==> src/prq_pkg.sv <==
// ----------------------------------------------------------------------------
// prq_pkg
// types and codes shared by the ready queue modules
// ----------------------------------------------------------------------------
package prq_pkg;

  localparam int PADDR_W = 3;

  localparam logic       REQ_INSERT = 1'b0;
  localparam logic       REQ_POP    = 1'b1;

  localparam logic [1:0] STATUS_DONE  = 2'd0;
  localparam logic [1:0] STATUS_FULL  = 2'd1;
  localparam logic [1:0] STATUS_EMPTY = 2'd2;

  localparam logic [1:0] MODE_FCFS = 2'd0;
  localparam logic [1:0] MODE_SJF  = 2'd1;
  localparam logic [1:0] MODE_PRIO = 2'd2;

  // register select is address bit 2
  localparam logic REG_KEY_MODE     = 1'b0;
  localparam logic REG_DEFAULT_PRIO = 1'b1;

  typedef struct packed {
    logic        req_type;
    logic [7:0]  task_id;
    logic [15:0] burst_estimate;
    logic [15:0] job_priority;
  } in_word_t;

  typedef struct packed {
    logic [1:0]  status;
    logic [7:0]  popped_id;
    logic [15:0] popped_key;
    logic [4:0]  occupancy;
  } out_word_t;

  typedef struct packed {
    logic [15:0] key;
    logic [7:0]  id;
  } entry_t;

  typedef struct packed {
    logic [1:0]  key_mode;
    logic [15:0] fcfs_key;
  } cfg_t;

endpackage

==> src/prq_cfg.sv <==
// ----------------------------------------------------------------------------
// prq_cfg
// configuration registers behind the register port
// ----------------------------------------------------------------------------
module prq_cfg
  import prq_pkg::*;
(
  input  logic               clk,
  input  logic               rst_n,
  input  logic               psel,
  input  logic               penable,
  input  logic               pwrite,
  input  logic [PADDR_W-1:0] paddr,
  input  logic [31:0]        pwdata,
  output logic [31:0]        prdata,
  output logic               pready,
  output cfg_t               cfg
);

  cfg_t cfg_r;
  logic wr_en;

  assign pready = 1'b1;
  assign wr_en  = psel & penable & pwrite;
  assign cfg    = cfg_r;

  always_ff @(posedge clk) begin
    if (!rst_n) begin
      cfg_r <= '0;
    end else if (wr_en) begin
      unique case (paddr[2])
        REG_KEY_MODE:     cfg_r.key_mode <= pwdata[1:0];
        REG_DEFAULT_PRIO: cfg_r.fcfs_key <= pwdata[15:0];
        default:          cfg_r          <= cfg_r;
      endcase
    end
  end

  always_comb begin
    unique case (paddr[2])
      REG_KEY_MODE:     prdata = {30'd0, cfg_r.key_mode};
      REG_DEFAULT_PRIO: prdata = {16'd0, cfg_r.fcfs_key};
      default:          prdata = '0;
    endcase
  end

endmodule

==> src/prq_ram.sv <==
// ----------------------------------------------------------------------------
// prq_ram
// entry store, one write and one registered read port
// ----------------------------------------------------------------------------
module prq_ram
  import prq_pkg::*;
#(
  parameter  int QUEUE_DEPTH = 16,
  localparam int AW          = $clog2(QUEUE_DEPTH)
) (
  input  logic          clk,
  input  logic          rd_en,
  input  logic [AW-1:0] rd_addr,
  output entry_t        rd_data,
  input  logic          wr_en,
  input  logic [AW-1:0] wr_addr,
  input  entry_t        wr_data
);

  entry_t mem [QUEUE_DEPTH];
  entry_t rd_data_r;

  always_ff @(posedge clk) begin
    if (wr_en) begin
      mem[wr_addr] <= wr_data;
    end
    if (rd_en) begin
      rd_data_r <= mem[rd_addr];
    end
  end

  assign rd_data = rd_data_r;

endmodule

==> src/prq_seq.sv <==
// ----------------------------------------------------------------------------
// prq_seq
// request sequencer: ring of entries, insert walks back from the tail
// ----------------------------------------------------------------------------
module prq_seq
  import prq_pkg::*;
#(
  parameter  int QUEUE_DEPTH = 16,
  localparam int AW          = $clog2(QUEUE_DEPTH),
  localparam int CW          = $clog2(QUEUE_DEPTH + 1)
) (
  input  logic          clk,
  input  logic          rst_n,
  input  logic          start,
  output logic          busy,
  input  in_word_t      in_word,
  output logic          out_valid,
  output out_word_t     out_word,
  input  cfg_t          cfg,
  output logic          rd_en,
  output logic [AW-1:0] rd_addr,
  input  entry_t        rd_data,
  output logic          wr_en,
  output logic [AW-1:0] wr_addr,
  output entry_t        wr_data
);

  typedef enum logic [2:0] {
    S_IDLE,
    S_CHECK,
    S_POP_RD,
    S_WALK,
    S_PLACE
  } state_t;

  state_t        state_r, state_nxt;
  logic [CW-1:0] count_r, count_nxt;
  logic [AW-1:0] head_r, head_nxt;
  logic [AW-1:0] idx_r, idx_nxt;
  in_word_t      req_r;
  logic          out_valid_r, out_valid_nxt;
  out_word_t     out_word_r, out_word_nxt;
  logic [15:0]   key;
  logic [CW-1:0] count_m1;
  logic [CW+4:0] occ_ext;
  entry_t        new_entry;

  function automatic logic [AW-1:0] phys(input logic [AW-1:0] head, input logic [AW-1:0] lidx);
    logic [AW:0] s;
    s = {1'b0, head} + {1'b0, lidx};
    if (s >= (AW+1)'(QUEUE_DEPTH)) begin
      s = s - (AW+1)'(QUEUE_DEPTH);
    end
    return s[AW-1:0];
  endfunction

  always_comb begin
    case (cfg.key_mode)
      MODE_SJF:  key = req_r.burst_estimate;
      MODE_PRIO: key = req_r.job_priority;
      default:   key = cfg.fcfs_key;
    endcase
  end

  assign new_entry = '{key: key, id: req_r.task_id};
  assign count_m1  = count_r - 1'b1;
  assign occ_ext   = {5'd0, count_nxt};
  assign busy      = (state_r != S_IDLE);
  assign out_valid = out_valid_r;
  assign out_word  = out_word_r;

  always_comb begin
    state_nxt     = state_r;
    count_nxt     = count_r;
    head_nxt      = head_r;
    idx_nxt       = idx_r;
    out_valid_nxt = 1'b0;
    out_word_nxt  = '0;
    rd_en         = 1'b0;
    rd_addr       = head_r;
    wr_en         = 1'b0;
    wr_addr       = head_r;
    wr_data       = new_entry;

    unique case (state_r)
      S_IDLE: begin
        if (start) begin
          state_nxt = S_CHECK;
        end
      end
      S_CHECK: begin
        if (req_r.req_type == REQ_POP) begin
          if (count_r == '0) begin
            out_valid_nxt       = 1'b1;
            out_word_nxt.status = STATUS_EMPTY;
            state_nxt           = S_IDLE;
          end else begin
            rd_en     = 1'b1;
            rd_addr   = head_r;
            state_nxt = S_POP_RD;
          end
        end else begin
          if (count_r == CW'(QUEUE_DEPTH)) begin
            out_valid_nxt       = 1'b1;
            out_word_nxt.status = STATUS_FULL;
            state_nxt           = S_IDLE;
          end else if (count_r == '0) begin
            wr_en         = 1'b1;
            wr_addr       = head_r;
            count_nxt     = count_r + 1'b1;
            out_valid_nxt = 1'b1;
            state_nxt     = S_IDLE;
          end else begin
            rd_en     = 1'b1;
            rd_addr   = phys(head_r, count_m1[AW-1:0]);
            idx_nxt   = count_m1[AW-1:0];
            state_nxt = S_WALK;
          end
        end
      end
      S_POP_RD: begin
        head_nxt                = phys(head_r, AW'(1));
        count_nxt               = count_r - 1'b1;
        out_valid_nxt           = 1'b1;
        out_word_nxt.popped_id  = rd_data.id;
        out_word_nxt.popped_key = rd_data.key;
        state_nxt               = S_IDLE;
      end
      S_WALK: begin
        wr_en   = 1'b1;
        wr_addr = phys(head_r, idx_r + 1'b1);
        if (rd_data.key > key) begin
          // shift this entry up one slot
          wr_data = rd_data;
          if (idx_r == '0) begin
            state_nxt = S_PLACE;
          end else begin
            rd_en   = 1'b1;
            rd_addr = phys(head_r, idx_r - 1'b1);
            idx_nxt = idx_r - 1'b1;
          end
        end else begin
          count_nxt     = count_r + 1'b1;
          out_valid_nxt = 1'b1;
          state_nxt     = S_IDLE;
        end
      end
      S_PLACE: begin
        wr_en         = 1'b1;
        wr_addr       = head_r;
        count_nxt     = count_r + 1'b1;
        out_valid_nxt = 1'b1;
        state_nxt     = S_IDLE;
      end
      default: begin
        state_nxt = S_IDLE;
      end
    endcase

    out_word_nxt.occupancy = occ_ext[4:0];
  end

  always_ff @(posedge clk) begin
    if (!rst_n) begin
      state_r     <= S_IDLE;
      count_r     <= '0;
      head_r      <= '0;
      out_valid_r <= 1'b0;
    end else begin
      state_r     <= state_nxt;
      count_r     <= count_nxt;
      head_r      <= head_nxt;
      out_valid_r <= out_valid_nxt;
      idx_r       <= idx_nxt;
      out_word_r  <= out_word_nxt;
      if (state_r == S_IDLE && start) begin
        req_r <= in_word;
      end
    end
  end

endmodule

==> src/priority_ready_queue.sv <==
// ----------------------------------------------------------------------------
// priority_ready_queue
// sorted ready queue of task identifiers, smallest key at the head
// ----------------------------------------------------------------------------
// channel   ports                              handshake
// input     start, busy, in_word               taken when start and not busy
// result    out_valid, out_word                one-cycle strobe, no back-pressure
// config    psel, penable, pwrite, paddr,      write in access phase, pready tied high
//           pwdata, prdata, pready
//
// refusals end in S_CHECK, pops in S_POP_RD, inserts in S_CHECK, S_WALK or S_PLACE
// the insert walk reads and shifts one entry per cycle through the entry ram
// a new word can be taken at the edge that ends the result strobe
// synchronous active-low reset empties the queue, no clearing pass
// ----------------------------------------------------------------------------
module priority_ready_queue
  import prq_pkg::*;
#(
  parameter int QUEUE_DEPTH = 16
) (
  input  logic               clk,
  input  logic               rst_n,
  input  logic               start,
  output logic               busy,
  input  in_word_t           in_word,
  output logic               out_valid,
  output out_word_t          out_word,
  input  logic               psel,
  input  logic               penable,
  input  logic               pwrite,
  input  logic [PADDR_W-1:0] paddr,
  input  logic [31:0]        pwdata,
  output logic [31:0]        prdata,
  output logic               pready
);

  localparam int AW = $clog2(QUEUE_DEPTH);

  cfg_t          cfg;
  logic          rd_en;
  logic [AW-1:0] rd_addr;
  entry_t        rd_data;
  logic          wr_en;
  logic [AW-1:0] wr_addr;
  entry_t        wr_data;

  prq_cfg u_cfg (
    .clk     (clk),
    .rst_n   (rst_n),
    .psel    (psel),
    .penable (penable),
    .pwrite  (pwrite),
    .paddr   (paddr),
    .pwdata  (pwdata),
    .prdata  (prdata),
    .pready  (pready),
    .cfg     (cfg)
  );

  prq_ram #(.QUEUE_DEPTH(QUEUE_DEPTH)) u_ram (
    .clk     (clk),
    .rd_en   (rd_en),
    .rd_addr (rd_addr),
    .rd_data (rd_data),
    .wr_en   (wr_en),
    .wr_addr (wr_addr),
    .wr_data (wr_data)
  );

  prq_seq #(.QUEUE_DEPTH(QUEUE_DEPTH)) u_seq (
    .clk       (clk),
    .rst_n     (rst_n),
    .start     (start),
    .busy      (busy),
    .in_word   (in_word),
    .out_valid (out_valid),
    .out_word  (out_word),
    .cfg       (cfg),
    .rd_en     (rd_en),
    .rd_addr   (rd_addr),
    .rd_data   (rd_data),
    .wr_en     (wr_en),
    .wr_addr   (wr_addr),
    .wr_data   (wr_data)
  );

endmodule

==> config.mk <==
export PLATFORM = sky130hd
export DESIGN_NAME = priority_ready_queue
export DESIGN_NICKNAME = d
export VERILOG_FILES = /design/src/prq_pkg.sv /design/src/prq_cfg.sv /design/src/prq_ram.sv /design/src/prq_seq.sv /design/src/priority_ready_queue.sv
export SDC_FILE = /design/constraint.sdc
export NUM_CORES = 1
export LEC_CHECK = 0
export BUFFER_PORTS_ARGS = -buffer_cell sky130_fd_sc_hd__buf_2
export CORE_ASPECT_RATIO = 1.1
export CORE_MARGIN = 8
export CORE_UTILIZATION = 40
export CTS_CLUSTER_DIAMETER = 150
export DETAILED_ROUTE_END_ITERATION = 10
export PLACE_DENSITY_LB_ADDON = 0.05
export SLEW_MARGIN = 5
export SYNTH_ARGS = -nofsm -noshare
export SYNTH_HDL_FRONTEND = slang
export SYNTH_HIERARCHICAL = 1
export SYNTH_SLANG_ARGS = --single-unit
==> constraint.sdc <==
create_clock -name clk -period 4.85 [get_ports clk]
set_input_delay 0.97 -clock clk [delete_from_list [all_inputs] [get_ports clk]]
set_output_delay 0.97 -clock clk [all_outputs]
set_load 0.02 [all_outputs]
==> flow_metrics.env <==
export IMPL_num_antenna_cells=0
export IMPL_mostFrequentLayoutCells="edfxtp_1 (484), buf_2 (112), nand2_1 (101)"
export IMPL_io_pins=148
export IMPL_fmax_mhz=218
export IMPL_ys_flop_type="edfxtp_1"
export IMPL_worst_path_max_fanout=44
export IMPL_worstHoldStart="u_cfg/cfg[6]$_SDFFE_PN0P_"
export IMPL_clock_latency_ns=0.62
export IMPL_finalCriticalPeriod_ns=4.58
export IMPL_hold_viol_final=0
export IMPL_async_flop_share_pct=0
export IMPL_drtIter0Drc=892
export IMPL_fillers=4491
export IMPL_antenna_found_initial=0
export IMPL_fin_crit_sh_pct=94.5
export IMPL_register_area_sq_um=15200
export IMPL_slew_violations=0
export IMPL_endpoint_kind="flop"
export IMPL_post_dp_hpwl_um=33500
export IMPL_path_clk_slew_ns=0.06
export IMPL_hp_class="reg -> reg"
export IMPL_cp_required_ns=5.19
export IMPL_r2r_setup_slack_ns=0.27
export IMPL_final_antenna_net_count=0
export IMPL_ir_worst_vdd_uv=273
export IMPL_tritoncts="built"
export IMPL_initial_utilization_pct=40.3
export IMPL_arrival_ns=4.92
export IMPL_design_area_sq_um=24700
export IMPL_drive_gt1_share_pct=28.9
export IMPL_area_growth_pct=17.2
export IMPL_maxCapViolations=0
export IMPL_reg2reg_from="u_cfg/cfg[17]$_SDFFE_PN0P_"
export IMPL_first_pass_iters=5
export IMPL_cts_hold_buf=0
export IMPL_tns_ns=0
export IMPL_vias=11300
export IMPL_routed_wl_um=52600
export IMPL_leakage_nw=8.25
export IMPL_syn_inst=1198
export IMPL_startpoint="u_cfg/cfg[17]$_SDFFE_PN0P_"
export IMPL_grt_pass1_wl_um=77300
export IMPL_cts_sinks=515
export IMPL_setup_viol=0
export IMPL_grt_overflow_total=0
export IMPL_die_w_um=235
export IMPL_die_y_um=257
export IMPL_syn_area_per_cell_sq_um=17.6
export IMPL_finalPower_mw=9.43
export IMPL_outcome="finished clean"
export IMPL_syn_area_sq_um=21100
export IMPL_final_core_util_pct=47.2
export IMPL_synthDistinctLibCells=58
export IMPL_coreArea_sq_um=52300
export IMPL_place_inst=1991
export IMPL_synth_seq_cells=515
export IMPL_power_density_nw_per_um2=382
export IMPL_gp_congestion=0.769
export IMPL_h_tree_depth=2
export IMPL_tightestPinTransition_ns=1.04
export IMPL_start_kind="flop"
export IMPL_drc_errors=0
export IMPL_final_cells=2094
export IMPL_fp_dieArea_sq_um=60300
export IMPL_critPathKind="reg -> reg"
export IMPL_cts_buffers=55
export IMPL_rows=88
export IMPL_rsz0062_at_grt="no"
export IMPL_track_usage_pct=17.1
export IMPL_clock_path_buffers=3
export IMPL_grt_pass1_vias=11500
export IMPL_synth_edff_count=484
export IMPL_cts_root_buf="clkbuf_16"
export IMPL_io_buffers=112
export IMPL_multi_input_area_sq_um=5660
export IMPL_synth_seq_area_share_pct=71.9
export IMPL_final_common_cell="edfxtp_1"
export IMPL_yosysWarnings=6
export IMPL_place_area_sq_um=23000
export IMPL_vias_per_cell=5.38
export IMPL_routedWlPerCell_um=25.1
export IMPL_slew_headroom_pct=30.7
export IMPL_skew_ns=0.0352
export IMPL_layout_nets=1492
export IMPL_grt_max_degree=51
-- what timing repair did --
action,in CTS,in global routing
gates resized for setup,0,7
endpoints found under the setup margin,0,24
buffers inserted,0,2
-- cell usage after synthesis, types with 9 or more instances --
master    count  area [sq um]
a22oi_1      64           480
a21oi_1      33           165
o21ai_0      26           130
xor2_1        9          78.8
mux4_2       96          2160
mux2i_1      26           260
nor2_1       44           165
dfxtp_1      31           621
buf_2        15          75.1
nor3_1       10          50.1
inv_1        13          48.8
buf_4        18           135
nand2_1     101           379
and2_1       40           250
mux2_2       14           158
ha_1         31           388
xnor2_1      10          87.6
edfxtp_1    484         14500
clkbuf_1     37           139
-- registers in the layout, summed over array words and instances, names as in the netlist --
name and flops:
u_seq/head_r 4, u_ram/mem 384, u_seq/idx_r 4, u_cfg/cfg 18, u_ram/rd_data 24, u_seq/count_r 5, u_seq/state_r 3, u_seq/req_r 33
u_seq/new_entry 8, u_seq/out_word 31, u_seq/out_valid 1
-- path summary, 6_finish.rpt --
kind / end / depth (start not counted)
setup / recovery: u_ram/rd_data[23]$_DFFE_PP_ / 17
hold / removal: u_cfg/cfg[6]$_SDFFE_PN0P_ / 2
setup reg to reg: u_ram/rd_data[23]$_DFFE_PP_ / 17
hold reg to reg: u_cfg/cfg[6]$_SDFFE_PN0P_ / 2
-- through the flow --
| stage | hold WS, ns | worst slack (ns) |
|---|---|---|
| 3_5_place_dp | 0.464 | 0.0623 |
| 4_1_cts | 0.472 | 0.0604 |
| 3_3_place_gp | 0.454 | 0.0765 |
| 2_1_floorplan | 0.443 | 0.457 |
| 5_1_grt | 0.485 | 0.00240 |
| 6_report | 0.473 | 0.269 |
-- report_power, final --
group | internal, mW | switching [mW] | total (mW) | leakage [nW]
registers | 4.91 | 0.0361 | 4.95 | 4.71
clock network | 2.24 | 1.71 | 3.95 | 0.827
logic | 0.219 | 0.312 | 0.532 | 2.71
total | 7.37 | 2.05 | 9.43 | 8.25
-- worst max-delay path: stages, from the launching register on --
cell	delay (ns)
dfxtp_1	0.38
inv_1	0.06
ha_1	0.24
buf_4	0.22
a22oi_1	0.18
nor2_1	0.06
a21oi_1	0.31
ha_1	0.18
nand4_1	0.21
a2111o_1	0.48
a311oi_4	0.36
buf_4	0.18
a21oi_2	0.06
a221o_4	0.44
buf_12	0.21
mux4_2	0.31
a22oi_1	0.25
nand2_1	0.12
-- layer usage --
| metal | part of all wire (%) | vias to the layer above | global-route usage (%) |
|---|---|---|---|
| met3 | 4.2 | 71 | 2.60 |
| met4 | 1.9 | 0 | 4.45 |
| met1 | 45 | 5859 | 23.3 |
| met2 | 49 | 276 | 28.4 |
| li1 | - | 5065 | - |
| met5 | 0 | - | 0 |
-- kinds of logic (layout without fill, tap and decap cells) --
logic type,Yosys count,count (layout),synth area share [%]
other,2,17,0.0356
and+or+nand+nor,244,244,5.57
DFF,515,515,71.9
xor gates and xnor gates,19,19,0.789
AOI/OAI and AO/OA,155,155,4.96
muxes,136,136,12.2
adders and majority gates,34,34,2.12
buffers and inverters,93,299,2.39
-- cell type report --
type | instances | share of cell area, %
clock buffer | 68 | 5.77
clock inverter | 32 | 1.02
inverter | 13 | 0.198
multi-input combinational | 605 | 22.9
sequential | 515 | 61.4
tap | 675 | 3.42
timing repair buffer | 186 | 5.35
(Power assumes the default switching activity.)
